File: config.mk
export PLATFORM = sky130hd
export DESIGN_NAME = hfs_fifo
export DESIGN_NICKNAME = d
export VERILOG_FILES = /design/src/hdl/hfs_pkg.sv /design/src/hdl/hfs_fifo.sv
export SDC_FILE = /design/constraint.sdc
export NUM_CORES = 1
export LEC_CHECK = 0
export ABC_AREA = 0
export CAP_MARGIN = 20
export CELL_PAD_IN_SITES_DETAIL_PLACEMENT = 1
export CELL_PAD_IN_SITES_GLOBAL_PLACEMENT = 1
export CORE_AREA = 2 2 197 199
export CTS_CLUSTER_SIZE = 14
export DETAILED_ROUTE_END_ITERATION = 10
export DIE_AREA = 0 0 199 201
export DONT_BUFFER_PORTS = 1
export MAX_ROUTING_LAYER = met4
export PLACE_DENSITY_LB_ADDON = 0.12
export SETUP_SLACK_MARGIN = 0.4
export SKIP_CTS_REPAIR_TIMING = 1
export SLEW_MARGIN = 40
export SYNTH_ARGS = -nofsm -noshare
export SYNTH_HDL_FRONTEND = slang
export SYNTH_SLANG_ARGS = --single-unit
export TNS_END_PERCENT = 1
File: constraint.sdc
create_clock -name clk -period 5.6 [get_ports clk]
set_input_delay 0.28 -clock clk [delete_from_list [all_inputs] [get_ports clk]]
set_output_delay 0.28 -clock clk [all_outputs]
set_load 0.02 [all_outputs]
File: src/hdl/hfs_pkg.sv
`timescale 1ns / 1ps
// ----------------------------------------------------------------------------
// hfs_pkg
// Shared types and constants of the heightfield height sampler.
// ----------------------------------------------------------------------------
package hfs_pkg;

  localparam int MAX_CELLS   = 128;
  localparam int STORE_DEPTH = (MAX_CELLS + 1) * (MAX_CELLS + 1);
  localparam int ADDR_W      = $clog2(STORE_DEPTH);
  localparam int VADDR_W     = 18;
  localparam logic [VADDR_W-1:0] DEPTH_V = VADDR_W'(STORE_DEPTH);
  localparam logic [ADDR_W-1:0]  LAST_ADDR = ADDR_W'(STORE_DEPTH - 1);

  localparam int FIFO_DEPTH = 4;
  localparam int FIFO_PW    = $clog2(FIFO_DEPTH);

  // Restoring divider step counts: cell divide and final rounding divide.
  localparam logic [5:0] CELL_DIV_STEPS  = 6'd33;
  localparam logic [5:0] ROUND_DIV_STEPS = 6'd36;

  localparam logic CMD_QUERY = 1'b0;
  localparam logic CMD_WRITE = 1'b1;

  localparam logic [1:0] REG_CELLS_X   = 2'd0;
  localparam logic [1:0] REG_CELLS_Z   = 2'd1;
  localparam logic [1:0] REG_CELL_SIZE = 2'd2;

  typedef struct packed {
    logic               command;
    logic signed [31:0] x_pos;
    logic signed [31:0] z_pos;
    logic               adjust_height;
    logic [14:0]        vertex_index;
    logic signed [31:0] vertex_height;
  } in_word_t;

  typedef struct packed {
    logic signed [31:0] x_clamped;
    logic signed [31:0] z_clamped;
    logic signed [31:0] height_out;
  } out_word_t;

  typedef struct packed {
    logic               is_write;
    logic               adjust;
    logic signed [31:0] x_c;
    logic signed [31:0] z_c;
    logic [14:0]        vaddr;
    logic signed [31:0] vheight;
  } q_entry_t;

  typedef struct packed {
    logic [7:0]  cells_x;
    logic [7:0]  cells_z;
    logic [24:0] cell_size;
    logic [31:0] hx;
    logic [31:0] hz;
  } cfg_t;

  typedef struct packed {
    logic clearing;
  } back_status_t;

  typedef enum logic [4:0] {
    ST_CLEAR, ST_IDLE, ST_DIV, ST_CHECK, ST_ADDR,
    ST_RD0, ST_RD1, ST_RD2, ST_RD3,
    ST_MUL1, ST_MUL2, ST_MUL3, ST_NUM, ST_NUM2, ST_QDIV,
    ST_FIX1, ST_FIX2, ST_OUT
  } back_state_t;

endpackage

File: src/hdl/hfs_fifo.sv
`timescale 1ns / 1ps
// ----------------------------------------------------------------------------
// hfs_fifo
// Short queue of classified words between front and back.
// ----------------------------------------------------------------------------
module hfs_fifo (
  input  logic             clk,
  input  logic             rst_n,
  input  logic             wr_en,
  input  hfs_pkg::q_entry_t wr_data,
  output logic             fifo_full,
  input  logic             rd_en,
  output hfs_pkg::q_entry_t rd_data,
  output logic             fifo_nempty
);

  hfs_pkg::q_entry_t mem_r [hfs_pkg::FIFO_DEPTH];
  logic [hfs_pkg::FIFO_PW-1:0] wp_r, rp_r;
  logic [hfs_pkg::FIFO_PW:0]   cnt_r;

  assign fifo_full   = (cnt_r == (hfs_pkg::FIFO_PW+1)'(hfs_pkg::FIFO_DEPTH));
  assign fifo_nempty = (cnt_r != '0);
  assign rd_data     = mem_r[rp_r];

  always_ff @(posedge clk) begin
    if (!rst_n) begin
      wp_r  <= '0;
      rp_r  <= '0;
      cnt_r <= '0;
    end else begin
      if (wr_en) wp_r <= wp_r + 1'b1;
      if (rd_en) rp_r <= rp_r + 1'b1;
      if (wr_en && !rd_en) cnt_r <= cnt_r + 1'b1;
      else if (rd_en && !wr_en) cnt_r <= cnt_r - 1'b1;
    end
  end

  always_ff @(posedge clk) begin
    if (wr_en) mem_r[wp_r] <= wr_data;
  end

endmodule

==> impl_metrics.ini, run 1 <==
[pwr]
power_mw = 8.09
p_leak_nw = 6.38
peakVddDrop_mv = 0.313
power_density_nw_per_um2 = 399

[setup_path]
crit_fanout = 53
crit_required_ns = 5.32
critPathMaxStageDelay_ns = 0.70
rr_startpoint = wp_r[0]$_SDFFE_PN0P_
endpoint_kind = output pin
worst-path-stages = 2
crit_end = rd_data[91]
ff2ff_path_depth = 6
r2r-end = mem_r[2][55]$_DFFE_PP_
worst-path-buf-inv = 1
critPathTopFamily = multiplexers
r2r_setup_slack_ns = 3.18
path_cells = clkbuf_8 -> mux4_2
critical_path_class = flip-flop to output pin
start_kind = flip-flop
cp_data_arrival_time_ns = 2.71
slowest_stage = mux4_2

[job]
max_cap_viol_count = 0

[synth]
yosysWarnings = 0
yosysTopAreaCellShare_pct = 80.9
avgSynthCellArea_um2 = 26.5
syn_nets = 757
synth_area_um2 = 16800
netlist-cell-type-count = 21
synth_cells = 634
yosysTopAreaCell = edfxtp_1
synth_area_leaders = edfxtp_1, mux4_2, dfxtp_1
synth_seq_cells = 461
ys_seq_area_share_pct = 82.0

[cts]
clock_latency_ns = 0.56
cts_max_path_buffers = 3
htree_levels = 2
clock_sinks = 461
clkTransAtPathRegs_ns = 0.06
cts_tree = done
cts_made_buffers = 48
clockRootBuffer = clkbuf_16

[layout]
areaGrowthSynthToFinish_pct = 20.9
nets = 912
drive_above_1_share_pct = 25.1
final_common_cell = edfxtp_1
instances_no_fill = 1347
fill_cells = 3228
layout_common_cells = edfxtp_1, dlygate4sd3_1, mux4_2
finish.instance_area_um2 = 20300
ff_latch_area_um2 = 13800
multi_input_area_um2 = 2810

[sta]
finalSetupViolations = 0
hold_viol = 0
min_period_ns = 2.99
worstMarginPinSlew_ns = 0.713
max-slew-margin-rel_pct = 52.5
max_freq_mhz = 334
finalCritPeriodShare_pct = 53.4
rsz0062_at_grt = no
clock_skew_ns = 0.0174
finalSetupTns_ns = 0
finalMaxSlewViolations = 0

[hold_path]
hold_path_depth = 3
worstHoldPathType = input port to flip-flop

[global_routing]
grt-ovfl-total = 0
antenna_found_initial = 3
grt_usage_pct = 16.5
grt_pass1_vias = 7366
grt_max_degree = 60
grt_pass1_wl_um = 46800

[routing]
wirelength_um = 32800
post_drt_wl_per_cell_um = 24.3
drt_iter0_drc = 313
antenna_left = 0
via_per_inst = 5.24
dr.pass1.iters = 4
num_vias = 7058
post-route-drc-count = 0

[floorplanning]
core_um2 = 38100
dieArea_um2 = 40000
rows = 72
die_x_um = 199
io_pins = 232
start_util_pct = 44.0
die_h_um = 201

[placement]
gp_congestion = 0.753
dp_cells = 1140
place_area_um2 = 17400
port_buffers = 0
hpwl_um = 19600

[run_status]
status = finished clean
-- cells in the mapped netlist --
library cell / count
mux4_2: 113
xnor2_1: 2
nand2_1: 1
xor2_1: 3
nor3b_1: 1
and2_1: 9
a21boi_0: 1
edfxtp_1: 452
or3_1: 2
buf_4: 1
nor2b_1: 2
buf_2: 12
buf_8: 8
ha_1: 5
inv_1: 4
buf_6: 1
mux2i_1: 2
dfxtp_1: 9
o21ai_0: 1
fa_1: 1
clkbuf_1: 4
-- registers in the layout (all words and copies together) (netlist names), named ones only --
signal	cells
mem_r	452
wp_r	2
rp_r	2
cnt_r	3
-- worst reg2reg max path: stages (launching register included) --
cell     delay (ns)
dfxtp_1        0.35
inv_1          0.09
ha_1           0.15
and2_4         0.32
buf_12         0.24
buf_12         0.26
buf_4          0.60
-- stage by stage --
step / hold WS [ns] / util (%) / setup slack, ns
2_1_floorplan: 0.379 / - / 1.97
3_3_place_gp: 0.379 / 45.4 / 2.85
3_5_place_dp: 0.379 / 45.7 / 2.95
4_1_cts: -0.240 / 50.1 / 2.32
5_1_grt: 0.0470 / 53.2 / 2.36
6_report: 0.0427 / 53.2 / 2.61
-- where the power goes --
group,internal (mW),leakage (nW),switching [mW],total (mW)
combinational,0.282,1.35,0.459,0.742
clock,2.06,0.806,1.26,3.32
sequential,3.96,4.23,0.0553,4.02
total,6.31,6.38,1.78,8.09
-- final cells by class --
type | count | share of cell area, %
antenna | 3 | 0.0370
clock buffer | 57 | 6.19
clock inverter | 30 | 2.04
inverter | 4 | 0.0740
multi-input combinational | 143 | 13.8
sequential | 461 | 67.8
tap | 518 | 3.19
timing repair buffer | 131 | 6.80
-- kinds of logic (layout without fill, tap and decap cells) --
| group | count (synthesis) | after routing | synth area share, % |
|---|---|---|---|
| compound gates | 2 | 2 | 0.0746 |
| other cells | 0 | 3 | 0 |
| flops | 461 | 461 | 82.0 |
| simple gates | 15 | 15 | 0.552 |
| buf+inv | 30 | 222 | 1.36 |
| mux | 115 | 115 | 15.3 |
| xor+xnor | 5 | 5 | 0.261 |
| fa+ha+maj | 6 | 6 | 0.492 |
-- routing by layer --
layer  track usage, %  share of wire, %  vias up
met2             26.8                51      202
met4             5.70               2.6        0
met5                -                 0        -
li1                 -                 -     3050
met1             18.5                39     3739
met3             6.75               7.6       67
-- worst min-delay path by stage --
stage	to	start	slack [ns]
floorplan	mem_r[0][0]$_DFFE_PP_	wr_data[0]	0.38
global placement	mem_r[0][19]$_DFFE_PP_	wr_data[19]	0.38
detailed placement	mem_r[3][66]$_DFFE_PP_	wr_data[66]	0.38
CTS	mem_r[2][9]$_DFFE_PP_	wr_data[9]	-0.24
global route	flip-flop	rd_en	0.05
finish	flip-flop	rd_en	0.04
Note: power is estimated with default switching activity, not from simulation.
==> inputs of run 2 (changes only) <==
- clock period: 5.6 -> 2.6 ns (I/O delays scaled with it)
==> run 2 against run 1 <==
Hold slack got worse by 0.028 ns. Via count rose by 1.8%. Setup slack got worse by 2.1 ns. Largest cell class unchanged. Global-route usage rose by 0.31 points. Critical path depth did not move. Largest power group unchanged. Critical path type unchanged. Core utilization fell by 0.11 points. Final cell count rose by 0.67%.
==> impl_metrics.ini, run 2 (same netlist as run 1, synthesis figures left out) <==
[run_status]
status = finished clean

[global_routing]
grt_pass1_wl_um = 47800
antenna_found_initial = 2
grt_usage_pct = 16.8
grt_pass1_vias = 7473
grt-ovfl-total = 0
grt_max_degree = 66

[hold_path]
hold-path-endpoint = cnt_r[1]$_SDFFE_PN0P_
hold_path_depth = 3
worstHoldPathType = input port to flip-flop
hold_start = wr_en

[setup_path]
rr_startpoint = wp_r[0]$_SDFFE_PN0P_
r2r-end = mem_r[2][24]$_DFFE_PP_
crit_required_ns = 2.47
start_kind = flip-flop
endpoint_kind = output pin
cp_data_arrival_time_ns = 1.98
crit_fanout = 64
r2r_setup_slack_ns = 0.80
ff2ff_path_depth = 4
critical_path_class = flip-flop to output pin

[cts]
cts_max_path_buffers = 3
cts_tree = done
clock_latency_ns = 0.56
cts_made_buffers = 46
clock_sinks = 461
clkTransAtPathRegs_ns = 0.06
clockRootBuffer = clkbuf_16
htree_levels = 2

[layout]
layout_common_cells = edfxtp_1, dlygate4sd3_1, mux4_2
nets = 925
drive_above_1_share_pct = 24.6
final_common_cell = edfxtp_1
areaGrowthSynthToFinish_pct = 20.7
reg_top3 = mem_r (452), cnt_r (3)
largest-register = mem_r
largest_reg_flops = 452

[pwr]
comb_power_share_pct = 10.5
p_int_mw = 12.7
p_leak_nw = 6.37
power_density_nw_per_um2 = 812
swShare_pct = 22.6
seqPwrFrac_pct = 52.5
p_sw_mw = 3.71
clock_power_share_pct = 37.0
peakVddDrop_mv = 0.643

[sta]
min_period_ns = 2.11
max-slew-margin-rel_pct = 66.6
setup_ws_ns = 0.494
finalMaxSlewViolations = 0
rsz0062_at_grt = no
finalSetupViolations = 0
finalCritPeriodShare_pct = 81.0
clock_skew_ns = 0.0112
max_freq_mhz = 475
hold_viol = 0
finalSetupTns_ns = 0
worstMarginPinSlew_ns = 0.502

[placement]
post-place-ws_ns = 0.775
hpwl_um = 19800
port_buffers = 0
gp_congestion = 0.727

[routing]
antenna_left = 0
post-route-drc-count = 0
post_drt_wl_per_cell_um = 24.3
via_per_inst = 5.30
wirelength_um = 32900
drt_iter0_drc = 313
num_vias = 7188
dr.pass1.iters = 4

[job]
max_cap_viol_count = 0

[floorplanning]
die_x_um = 199
start_util_pct = 44.0
dieArea_um2 = 40000
die_h_um = 201
rows = 72
core_um2 = 38100
io_pins = 232
run 2: cell count changes in the layout (fill, tap and decap cells not counted), moves of 4 or more:
cell	change
bufinv_16	-9
buf_12	+8
buf_4	+7
clkinv_1	+6
clkbuf_1	+5
clkinvlp_4	-4
run 2: cell type report:
cell class              instances  area (µm²)
inverters                       4        15.0
repair buffers                146        1620
clock inverters                20         110
flip-flops and latches        461       13800
well taps                     518         648
clock buffers                  62        1270
fillers                      3230       17900
multi-input cells             143        2810
diodes                          2        5.00
run 2: metrics by stage:
step                      total power, mW  hold slack [ns]  instance area (µm²)  util (%)  cells
after floorplan                      9.93            0.229                16800         -    634
after global placement               10.3            0.229                17600      46.1   1147
after detailed placement             10.3            0.229                17600      46.1   1147
after CTS                            16.4           -0.382                19000      49.8   1229
after global routing                 17.0           0.0284                20200      53.1   1356
final                                16.4           0.0144                20200      53.1   1356
run 2: critical path: stages (launching register included):
cell	delay, ns
dfxtp_4	0.50
buf_16	0.32
mux4_2	0.48
run 2: how the worst max path moves through the flow:
stage | from | endpoint | slack [ns] | depth (start not counted)
floorplan | wp_r[0]$_SDFFE_PN0P_ | mem_r[1][0]$_DFFE_PP_ | 0.24 | 2
global placement | flip-flop | rd_data[81] | 0.79 | 2
detailed placement | wp_r[0]$_SDFFE_PN0P_ | mem_r[2][28]$_DFFE_PP_ | 0.77 | 4
CTS | flip-flop | rd_data[11] | 0.17 | 2
global route | flip-flop | rd_data[4] | 0.42 | 2
finish | flip-flop | rd_data[4] | 0.49 | 2
run 2: power by group through the flow:
stage / combinational (mW) / clock [mW] / sequential, mW
floorplan: 1.18 / 0 / 8.76
global placement: 1.45 / 0 / 8.80
detailed placement: 1.47 / 0 / 8.83
CTS: 1.47 / 6.28 / 8.67
global route: 1.84 / 6.53 / 8.66
finish: 1.72 / 6.09 / 8.63
run 2: layer usage:
metal  up-vias  GRT usage, %  part of all wire (%)
met5         -             -                     0
met4         0          5.62                   2.2
met3        52          7.06                   6.9
met2       209          25.9                    49
met1      3847          20.1                    42
li1       3080             -                     -
